`config.mk`:
```
export PLATFORM = sky130hd
export DESIGN_NAME = sliding_window_rms
export DESIGN_NICKNAME = d
export VERILOG_FILES = /design/src/design/swr_pkg.sv /design/src/design/sliding_window_rms.sv /design/src/design/swr_front.sv /design/src/design/swr_back.sv
export SDC_FILE = /design/constraint.sdc
export NUM_CORES = 2
export LEC_CHECK = 0
export ABC_AREA = 1
export ABC_CLOCK_PERIOD_IN_PS = 6250
export BUFFER_PORTS_ARGS = -buffer_cell sky130_fd_sc_hd__buf_2
export CAP_MARGIN = 10
export CORE_AREA = 2 2 339 341
export DETAILED_ROUTE_END_ITERATION = 8
export DIE_AREA = 0 0 341 343
export PLACE_DENSITY_LB_ADDON = 0.08
export SYNTH_ARGS = -nofsm -noshare
export SYNTH_HDL_FRONTEND = slang
export SYNTH_SLANG_ARGS = --single-unit
```
`constraint.sdc`:
```
create_clock -name clk -period 6.25 [get_ports clk]
set_clock_uncertainty 0.05 [all_clocks]
set_input_delay 0.625 -clock clk [delete_from_list [all_inputs] [get_ports clk]]
set_output_delay 0.625 -clock clk [all_outputs]
set_load 0.005 [all_outputs]
```
`src/design/swr_pkg.sv`:
```
// ----------------------------------------------------------------------------
// swr_pkg: shared types and constants for the sliding window RMS block
// Holds the default sizes, the width helpers used on the module ports, the
// control bundle between the front and back parts, and the sequencer states.
// ----------------------------------------------------------------------------
package swr_pkg;

  // Default sizes of the window and of one sample.
  localparam int DEF_WINDOW_SIZE  = 64;
  localparam int DEF_SAMPLE_WIDTH = 16;

  // Depth of the request queue between the front and back parts.
  localparam int Q_DEPTH = 2;
  localparam int Q_PTR_W = 1;
  localparam int Q_CNT_W = 2;

  // Width of a window index; a one-entry window still gets one bit.
  function automatic int idx_w(input int n);
    return (n > 1) ? $clog2(n) : 1;
  endfunction

  // Width of a count that runs from zero up to the window size itself.
  function automatic int cnt_w(input int n);
    return $clog2(n + 1);
  endfunction

  // Status of the head of the request queue, as seen by the back part.
  typedef struct packed {
    logic valid;   // a request waits at the head of the queue
    logic evict;   // the window was full, so the oldest sample leaves
  } swr_ctl_t;

  // Sequencer states of the back part.
  typedef enum logic [2:0] {
    ST_IDLE,
    ST_FETCH,
    ST_SQ_OLD,
    ST_SQ_NEW,
    ST_ACC,
    ST_DIV,
    ST_SQRT,
    ST_DONE
  } swr_state_t;

endpackage

```
`src/design/sliding_window_rms.sv`:
```
// ----------------------------------------------------------------------------
// sliding_window_rms: running RMS over a sliding window of signed samples
//
//   Channel  Direction  Handshake            Payload
//   in       request    in_valid/in_stall    in_sample (signed)
//   out      result     out_valid/out_stall  out_rms_value, out_window_full
//
// The back part takes one request at a time: fetch, square old and new, sum,
// a bit-serial divide over SUM_W = 2*SAMPLE_WIDTH - 1 + clog2(WINDOW_SIZE)
// quotient bits, then a digit-serial square root, before it takes the next.
// The front queue holds two requests, so intake continues while one is busy.
// Reset is synchronous and clears the sum, fill count and write index; the
// window store is not cleared, as a slot's old value is only used once written.
// A stalled result waits in the output register and holds the sequencer.
// ----------------------------------------------------------------------------
module sliding_window_rms #(
  parameter int WINDOW_SIZE  = swr_pkg::DEF_WINDOW_SIZE,
  parameter int SAMPLE_WIDTH = swr_pkg::DEF_SAMPLE_WIDTH
) (
  input  logic                           clk,
  input  logic                           rst_n,
  input  logic                           in_valid,
  output logic                           in_stall,
  input  logic signed [SAMPLE_WIDTH-1:0] in_sample,
  output logic                           out_valid,
  input  logic                           out_stall,
  output logic        [SAMPLE_WIDTH-1:0] out_rms_value,
  output logic                           out_window_full
);
  import swr_pkg::*;

  localparam int IDX_W = idx_w(WINDOW_SIZE);
  localparam int CNT_W = cnt_w(WINDOW_SIZE);

  swr_ctl_t                q_ctl;
  logic [SAMPLE_WIDTH-1:0] q_sample;
  logic [IDX_W-1:0]        q_idx;
  logic [CNT_W-1:0]        q_div;
  logic                    q_pop;

  // Intake, classification and request queue.
  swr_front #(
    .WINDOW_SIZE  (WINDOW_SIZE),
    .SAMPLE_WIDTH (SAMPLE_WIDTH)
  ) u_front (
    .clk       (clk),
    .rst_n     (rst_n),
    .in_valid  (in_valid),
    .in_stall  (in_stall),
    .in_sample (in_sample),
    .q_ctl     (q_ctl),
    .q_sample  (q_sample),
    .q_idx     (q_idx),
    .q_div     (q_div),
    .q_pop     (q_pop)
  );

  // Window store, sum of squares, divider and square root.
  swr_back #(
    .WINDOW_SIZE  (WINDOW_SIZE),
    .SAMPLE_WIDTH (SAMPLE_WIDTH)
  ) u_back (
    .clk             (clk),
    .rst_n           (rst_n),
    .q_ctl           (q_ctl),
    .q_sample        (q_sample),
    .q_idx           (q_idx),
    .q_div           (q_div),
    .q_pop           (q_pop),
    .out_valid       (out_valid),
    .out_stall       (out_stall),
    .out_rms_value   (out_rms_value),
    .out_window_full (out_window_full)
  );

  // The back part only takes a request that is waiting in the queue.
  a_pop_needs_request: assert property (@(posedge clk) disable iff (!rst_n)
    q_pop |-> q_ctl.valid)
    else $error("request taken from an empty queue");

  // Once the window has filled, every later result reports it as full.
  a_full_sticks: assert property (@(posedge clk) disable iff (!rst_n)
    out_window_full |=> out_window_full)
    else $error("window full flag dropped");

  // The root of a mean square never exceeds the full-scale magnitude.
  a_rms_bound: assert property (@(posedge clk) disable iff (!rst_n)
    out_valid |-> (out_rms_value <= (SAMPLE_WIDTH'(1) << (SAMPLE_WIDTH - 1))))
    else $error("rms value above full scale");

  // A request that evicts the oldest sample always divides by the full
  // window size.
  a_evict_after_fill: assert property (@(posedge clk) disable iff (!rst_n)
    (q_pop && q_ctl.evict) |-> (q_div == CNT_W'(WINDOW_SIZE)))
    else $error("evicting request without a full window");

endmodule

```
`src/design/swr_front.sv`:
```
// ----------------------------------------------------------------------------
// swr_front: request intake and classification
// Accepts samples, keeps the write index and fill count, tags each request
// with its store slot, its divisor and whether it evicts the oldest sample,
// and holds the tagged requests in a short queue for the back part.
// ----------------------------------------------------------------------------
module swr_front #(
  parameter int WINDOW_SIZE  = swr_pkg::DEF_WINDOW_SIZE,
  parameter int SAMPLE_WIDTH = swr_pkg::DEF_SAMPLE_WIDTH
) (
  input  logic                                        clk,
  input  logic                                        rst_n,
  input  logic                                        in_valid,
  output logic                                        in_stall,
  input  logic signed [SAMPLE_WIDTH-1:0]              in_sample,
  output swr_pkg::swr_ctl_t                           q_ctl,
  output logic        [SAMPLE_WIDTH-1:0]              q_sample,
  output logic        [swr_pkg::idx_w(WINDOW_SIZE)-1:0] q_idx,
  output logic        [swr_pkg::cnt_w(WINDOW_SIZE)-1:0] q_div,
  input  logic                                        q_pop
);
  import swr_pkg::*;

  localparam int IDX_W = idx_w(WINDOW_SIZE);
  localparam int CNT_W = cnt_w(WINDOW_SIZE);

  logic             [IDX_W-1:0]   idx_r, idx_nxt;
  logic             [CNT_W-1:0]   fill_r, fill_nxt;
  logic             [CNT_W-1:0]   div_new;
  logic                           full;
  logic                           accept;

  logic [SAMPLE_WIDTH-1:0] q_sample_r [Q_DEPTH];
  logic [IDX_W-1:0]        q_idx_r    [Q_DEPTH];
  logic [CNT_W-1:0]        q_div_r    [Q_DEPTH];
  logic                    q_evict_r  [Q_DEPTH];
  logic [Q_PTR_W-1:0]      wr_ptr_r, wr_ptr_nxt;
  logic [Q_PTR_W-1:0]      rd_ptr_r, rd_ptr_nxt;
  logic [Q_CNT_W-1:0]      count_r, count_nxt;

  // A request is taken whenever the queue has room.
  assign in_stall = (count_r == Q_CNT_W'(Q_DEPTH));
  assign accept   = in_valid && !in_stall;

  // Classification: once the window is full each new sample replaces the oldest.
  assign full    = (fill_r == CNT_W'(WINDOW_SIZE));
  assign div_new = full ? fill_r : CNT_W'(fill_r + 1'b1);

  always_comb begin
    fill_nxt = fill_r;
    idx_nxt  = idx_r;
    if (accept) begin
      fill_nxt = div_new;
      if (idx_r == IDX_W'(WINDOW_SIZE - 1)) begin
        idx_nxt = '0;
      end else begin
        idx_nxt = IDX_W'(idx_r + 1'b1);
      end
    end
  end

  // Queue pointers and occupancy.
  always_comb begin
    wr_ptr_nxt = accept ? Q_PTR_W'(wr_ptr_r + 1'b1) : wr_ptr_r;
    rd_ptr_nxt = q_pop  ? Q_PTR_W'(rd_ptr_r + 1'b1) : rd_ptr_r;
    count_nxt  = Q_CNT_W'(count_r + Q_CNT_W'(accept) - Q_CNT_W'(q_pop));
  end

  always_ff @(posedge clk) begin
    if (!rst_n) begin
      idx_r    <= '0;
      fill_r   <= '0;
      wr_ptr_r <= '0;
      rd_ptr_r <= '0;
      count_r  <= '0;
    end else begin
      idx_r    <= idx_nxt;
      fill_r   <= fill_nxt;
      wr_ptr_r <= wr_ptr_nxt;
      rd_ptr_r <= rd_ptr_nxt;
      count_r  <= count_nxt;
    end
  end

  // Queue storage carries the tagged request.
  always_ff @(posedge clk) begin
    if (accept) begin
      q_sample_r[wr_ptr_r] <= in_sample;
      q_idx_r[wr_ptr_r]    <= idx_r;
      q_div_r[wr_ptr_r]    <= div_new;
      q_evict_r[wr_ptr_r]  <= full;
    end
  end

  // Head of the queue towards the back part.
  assign q_ctl.valid = (count_r != '0);
  assign q_ctl.evict = q_evict_r[rd_ptr_r];
  assign q_sample    = q_sample_r[rd_ptr_r];
  assign q_idx       = q_idx_r[rd_ptr_r];
  assign q_div       = q_div_r[rd_ptr_r];

endmodule

```
`src/design/swr_back.sv`:
```
// ----------------------------------------------------------------------------
// swr_back: window store, running sum and RMS sequencer
// Takes one request from the queue, swaps the sample into the window store,
// updates the sum of squares, divides by the fill count one bit a cycle,
// takes the square root two radicand bits a cycle and registers the result.
// ----------------------------------------------------------------------------
module swr_back #(
  parameter int WINDOW_SIZE  = swr_pkg::DEF_WINDOW_SIZE,
  parameter int SAMPLE_WIDTH = swr_pkg::DEF_SAMPLE_WIDTH
) (
  input  logic                                        clk,
  input  logic                                        rst_n,
  input  swr_pkg::swr_ctl_t                           q_ctl,
  input  logic        [SAMPLE_WIDTH-1:0]              q_sample,
  input  logic        [swr_pkg::idx_w(WINDOW_SIZE)-1:0] q_idx,
  input  logic        [swr_pkg::cnt_w(WINDOW_SIZE)-1:0] q_div,
  output logic                                        q_pop,
  output logic                                        out_valid,
  input  logic                                        out_stall,
  output logic        [SAMPLE_WIDTH-1:0]              out_rms_value,
  output logic                                        out_window_full
);
  import swr_pkg::*;

  localparam int IDX_W  = idx_w(WINDOW_SIZE);
  localparam int CNT_W  = cnt_w(WINDOW_SIZE);
  localparam int SQ_W   = 2 * SAMPLE_WIDTH - 1;
  localparam int SUM_W  = SQ_W + $clog2(WINDOW_SIZE);
  localparam int RAD_W  = 2 * SAMPLE_WIDTH;
  localparam int RW     = SAMPLE_WIDTH + 2;
  localparam int STEP_W = $clog2(SUM_W + 1);

  swr_state_t state_r, state_nxt;

  logic [SAMPLE_WIDTH-1:0] window_mem [WINDOW_SIZE];
  logic [SAMPLE_WIDTH-1:0] rd_r;
  logic                    mem_en;
  logic                    out_load;

  logic [SAMPLE_WIDTH-1:0] sample_r, sample_nxt;
  logic [IDX_W-1:0]        idx_r, idx_nxt;
  logic [CNT_W-1:0]        div_r, div_nxt;
  logic                    evict_r, evict_nxt;
  logic [SQ_W-1:0]         sq_r, sq_nxt;
  logic [SUM_W-1:0]        sum_r, sum_nxt;
  logic [SUM_W-1:0]        quot_r, quot_nxt;
  logic [CNT_W-1:0]        rem_r, rem_nxt;
  logic [RAD_W-1:0]        rad_r, rad_nxt;
  logic [SAMPLE_WIDTH-1:0] root_r, root_nxt;
  logic [RW-1:0]           srem_r, srem_nxt;
  logic [STEP_W-1:0]       step_r, step_nxt;
  logic                    out_valid_r, out_valid_nxt;
  logic [SAMPLE_WIDTH-1:0] out_rms_r, out_rms_nxt;
  logic                    out_full_r, out_full_nxt;

  logic signed [SAMPLE_WIDTH-1:0]   mul_in;
  logic signed [2*SAMPLE_WIDTH-1:0] prod;
  logic        [SUM_W-1:0]          sum_added;
  logic        [CNT_W:0]            rem_sh, rem_sub;
  logic                             div_ge;
  logic        [SUM_W-1:0]          quot_step;
  logic        [RW-1:0]             srem_sh, trial, srem_sub;
  logic                             sqrt_ge;

  // Next state of the sequencer.
  always_comb begin
    state_nxt = state_r;
    case (state_r)
      ST_IDLE:   if (q_ctl.valid) state_nxt = ST_FETCH;
      ST_FETCH:  state_nxt = ST_SQ_OLD;
      ST_SQ_OLD: state_nxt = ST_SQ_NEW;
      ST_SQ_NEW: state_nxt = ST_ACC;
      ST_ACC:    state_nxt = ST_DIV;
      ST_DIV:    if (step_r == STEP_W'(SUM_W - 1)) state_nxt = ST_SQRT;
      ST_SQRT:   if (step_r == STEP_W'(SAMPLE_WIDTH - 1)) state_nxt = ST_DONE;
      ST_DONE:   if (out_load) state_nxt = ST_IDLE;
      default:   state_nxt = ST_IDLE;
    endcase
  end

  // Sequencer outputs.
  always_comb begin
    q_pop    = (state_r == ST_IDLE) && q_ctl.valid;
    mem_en   = (state_r == ST_FETCH);
    out_load = (state_r == ST_DONE) && (!out_valid_r || !out_stall);
  end

  // Window store: the old sample is read out as the new one is written.
  always_ff @(posedge clk) begin
    if (mem_en) begin
      rd_r              <= window_mem[idx_r];
      window_mem[idx_r] <= sample_r;
    end
  end

  // Shared squaring unit: the evicted sample first, then the new one.
  assign mul_in    = (state_r == ST_SQ_OLD) ? $signed(rd_r) : $signed(sample_r);
  assign prod      = mul_in * mul_in;
  assign sum_added = sum_r + SUM_W'(sq_r);

  // One restoring division step per cycle; the remainder stays below the divisor.
  assign rem_sh    = {rem_r, quot_r[SUM_W-1]};
  assign rem_sub   = rem_sh - {1'b0, div_r};
  assign div_ge    = (rem_sh >= {1'b0, div_r});
  assign quot_step = {quot_r[SUM_W-2:0], div_ge};

  // One square root digit per cycle, two radicand bits at a time.
  assign srem_sh  = {srem_r[RW-3:0], rad_r[RAD_W-1 -: 2]};
  assign trial    = {root_r, 2'b01};
  assign srem_sub = srem_sh - trial;
  assign sqrt_ge  = (srem_sh >= trial);

  // Datapath next values.
  always_comb begin
    sample_nxt    = sample_r;
    idx_nxt       = idx_r;
    div_nxt       = div_r;
    evict_nxt     = evict_r;
    sq_nxt        = sq_r;
    sum_nxt       = sum_r;
    quot_nxt      = quot_r;
    rem_nxt       = rem_r;
    rad_nxt       = rad_r;
    root_nxt      = root_r;
    srem_nxt      = srem_r;
    step_nxt      = step_r;
    out_rms_nxt   = out_rms_r;
    out_full_nxt  = out_full_r;
    out_valid_nxt = out_load || (out_valid_r && out_stall);
    case (state_r)
      ST_IDLE: begin
        if (q_ctl.valid) begin
          sample_nxt = q_sample;
          idx_nxt    = q_idx;
          div_nxt    = q_div;
          evict_nxt  = q_ctl.evict;
        end
      end
      ST_SQ_OLD: begin
        sq_nxt = prod[SQ_W-1:0];
      end
      ST_SQ_NEW: begin
        // The evicted square leaves the sum before the new one enters.
        sum_nxt = evict_r ? SUM_W'(sum_r - SUM_W'(sq_r)) : sum_r;
        sq_nxt  = prod[SQ_W-1:0];
      end
      ST_ACC: begin
        sum_nxt  = sum_added;
        quot_nxt = sum_added;
        rem_nxt  = '0;
        step_nxt = '0;
      end
      ST_DIV: begin
        rem_nxt  = div_ge ? rem_sub[CNT_W-1:0] : rem_sh[CNT_W-1:0];
        quot_nxt = quot_step;
        step_nxt = STEP_W'(step_r + 1'b1);
        if (step_r == STEP_W'(SUM_W - 1)) begin
          // The mean square never exceeds one full-scale square.
          rad_nxt  = RAD_W'(quot_step[SQ_W-1:0]);
          root_nxt = '0;
          srem_nxt = '0;
          step_nxt = '0;
        end
      end
      ST_SQRT: begin
        srem_nxt = sqrt_ge ? srem_sub : srem_sh;
        root_nxt = {root_r[SAMPLE_WIDTH-2:0], sqrt_ge};
        rad_nxt  = {rad_r[RAD_W-3:0], 2'b00};
        step_nxt = STEP_W'(step_r + 1'b1);
      end
      ST_DONE: begin
        if (out_load) begin
          out_rms_nxt  = root_r;
          out_full_nxt = (div_r == CNT_W'(WINDOW_SIZE));
        end
      end
      default: begin
      end
    endcase
  end

  // Control state and the running sum are cleared by reset.
  always_ff @(posedge clk) begin
    if (!rst_n) begin
      state_r     <= ST_IDLE;
      sum_r       <= '0;
      out_valid_r <= 1'b0;
      out_full_r  <= 1'b0;
    end else begin
      state_r     <= state_nxt;
      sum_r       <= sum_nxt;
      out_valid_r <= out_valid_nxt;
      out_full_r  <= out_full_nxt;
    end
  end

  // Payload registers.
  always_ff @(posedge clk) begin
    sample_r  <= sample_nxt;
    idx_r     <= idx_nxt;
    div_r     <= div_nxt;
    evict_r   <= evict_nxt;
    sq_r      <= sq_nxt;
    quot_r    <= quot_nxt;
    rem_r     <= rem_nxt;
    rad_r     <= rad_nxt;
    root_r    <= root_nxt;
    srem_r    <= srem_nxt;
    step_r    <= step_nxt;
    out_rms_r <= out_rms_nxt;
  end

  assign out_valid       = out_valid_r;
  assign out_rms_value   = out_rms_r;
  assign out_window_full = out_full_r;

endmodule
```
==> flow_metrics.tcl <==
set metrics [dict create \
    ys_seq_elements 1349 \
    end_kind "register" \
    synth_fa_ha_area_share_pct 10.4 \
    synth.area.top_cells "edfxtp_1 59%, nand2_1 8.7%, fa_1 7.0%, inv_1 4.2%, ha_1 3.4%" \
    placementRows 124 \
    fin_crit_sh_pct 98.8 \
    area_growth_pct 15.1 \
    cpMaxStageDelayCell "fa_1" \
    hold_viol_final 0 \
    netlist_instances 5841 \
    maxSlewHeadroom_pct 23.1 \
    antenna_found_initial 1 \
    worstSetupStartpointType "register" \
    synthSimpleGateAreaFrac_pct 14.5 \
    crit_fanout 8 \
    grt_pass1_vias 43700 \
    synth.distinct_cells 49 \
    antenna_cells 0 \
    placed_cell_area_um2 69300 \
    clockBufferDepth 3 \
    cp.arrival_ns 6.62 \
    die_h_um 343 \
    syn_area_per_cell_um2 11.2 \
    status "completed" \
    synthMuxAreaShare_pct 0.0173 \
    worst_slack_ns 0.0765 \
    h-tree-depth 4 \
    firstDrtPassIters 8 \
    initial_utilization_pct 57.5 \
    cts_buffers 141 \
    drive_gt1_share_pct 13.0 \
    yosys.area.top_type_share_pct 59.4 \
    period_needed_ns 6.17 \
    place_ws_ns -0.136 \
    track_usage_pct 30.6 \
    async_reset_ff_share_pct 0 \
    worst_slew_pin_slew_ns 1.15 \
    syn_area_um2 65300 \
    clock_sinks 1349 \
    avgViaCountPerCell 5.68 \
    hp-class "input port to register" \
    clk_latency_ns 0.77 \
    gp_congestion 0.910 \
    syn_nets 6267 \
    synth_edf_count 1290 \
    grt-ovfl-total 0 \
    setup_viol 0 \
    yosysSeqAreaShare_pct 61.2 \
    final_antenna_net_count 0 \
    drt_wl_total_mm 179 \
    synth_top_family_by_area "simple AND/OR/NAND/NOR gates" \
    drc 0 \
    synth-main-ff-cell "edfxtp_1" \
    yosysMostFrequentCell "nand2_1" \
    final_cells 7798 \
    dp_hpwl_mm 115 \
    dieArea_um2 117000 \
    cts_tree "built" \
    grt_pass1_wl_mm 267 \
    cpPeakStageDelay_ns 0.51 \
    cap_viol_max_count 0 \
    drtIter0Drc 4163 \
    dr_total_vias 44300 \
    required_ns 6.70 \
    synth_compound_area_share_pct 7.17 \
    synth_top_area_cell "edfxtp_1" \
    fin_area_um2 75100 \
    wl_per_cell_um 23.0 \
    synthXorXnorAreaFrac_pct 1.13 \
    ys_warn_count 0 \
    core_area_um2 113000 \
    die-width_um 341 \
    slew_violations 0 \
    nNetsFinal 6598 \
    cp_common_cell "fa_1" \
    clk_pin_slew_ns 0.06 \
    placed_cells 7501 \
    rsz0062_at_grt "true" \
    synth_common_cells "1513 x nand2_1, 1290 x edfxtp_1, 733 x inv_1" \
    num_io_pins 39 \
    root_buffer "clkbuf_16" \
    port_buffers 38 \
    final_util_pct 66.2 \
    fmax_ghz 0.162 \
    grt_max_degree 123 \
    path_class "register to register" \
]
==> final cells by class <==
| cell class | instances | area [um^2] |
|---|---|---|
| tap | 1512 | 1890 |
| clock buffer | 173 | 3680 |
| fill | 8580 | 38300 |
| sequential | 1349 | 39900 |
| multi-input combinational | 3539 | 22700 |
| inverter | 753 | 2860 |
| clock inverter | 84 | 980 |
| timing repair buffer | 388 | 3070 |
==> critical path, delay by kind of cell (launching register included) <==
kind / cells / cell delay [ns]
xor gates and xnor gates: 1 / 0.14
and+or+nand+nor: 8 / 0.79
AOI/OAI and AO/OA: 2 / 0.27
DFF: 1 / 0.33
adders and majority gates: 7 / 3.19
buffers and inverters: 9 / 1.14
==> registers in the layout, summed over array words and instances, names as in the netlist, 14 cells and up <==
| name | cells |
|---|---|
| u_back.out_rms_value | 16 |
| u_back.quot_r | 37 |
| u_back.rad_r | 32 |
| u_back.rd_r | 16 |
| u_back.root_r | 16 |
| u_back.sample_r | 16 |
| u_back.sq_r | 30 |
| u_back.srem_r | 16 |
| u_back.sum_r | 37 |
| u_back.window_mem | 1024 |
| u_front.q_div_r | 14 |
| u_front.q_sample_r | 32 |
==> cell usage in the layout, fill, tap and decap left out, drive strengths merged, types with 126 or more instances in the layout <==
master and n:
nand2 1513, edfxtp 1290, inv 754, nor2 416, buf 370, fa 229, o21ai 221, nand3 207
ha 177, a21oi 176, clkbuf 175, a22oi 126
==> per-layer routing <==
metal	up-vias	GRT usage (%)	part of all wire, %
met1	21600	39.6	39
met2	1739	52.2	49
met4	0	13.0	4.6
met5	-	0	0
li1	20600	-	-
met3	348	4.23	7.0
==> path summary, 6_finish.rpt <==
| path | from | endpoint | slack (ns) | cells after the start |
|---|---|---|---|---|
| worst max-delay path | u_back.state_r[0] | u_back.sq_r[25] | 0.08 | 27 |
| worst min-delay path | out_stall | u_back.out_valid | 0.28 | 3 |
| worst max register to register | u_back.state_r[0] | u_back.sq_r[25] | 0.08 | 27 |
| worst min register to register | u_back.root_r[12] | u_back.out_rms_value[12] | 0.40 | 0 |
==> cell families (layout without fill, tap and decap cells) <==
group,after synthesis,in the layout
compound gates,724,724
xor+xnor,84,84
fa+ha+maj,406,406
buf+inv,953,1398
flops,1349,1349
mux,1,1
simple gates,2324,2324
==> timing repair <==
item	in CTS	in global routing
cloned	0	2
endpoints found under the hold margin	32	0
setup buffers	3	21
resized for setup	18	176
hold buffers	16	0
pin swaps	2	61
setup endpoints to repair	10	18
==> through the flow <==
stage | TNS (ns) | hold WS [ns]
global route | -1.19 | 0.280
detailed placement | -0.609 | 0.390
floorplan | -0.136 | 0.376
global placement | -0.0686 | 0.381
finish | 0 | 0.275
CTS | 0 | 0.218
Power is left out: the tool's default activity adds up to more than one toggle a clock period on the data nets, which glitch-free logic cannot reach.
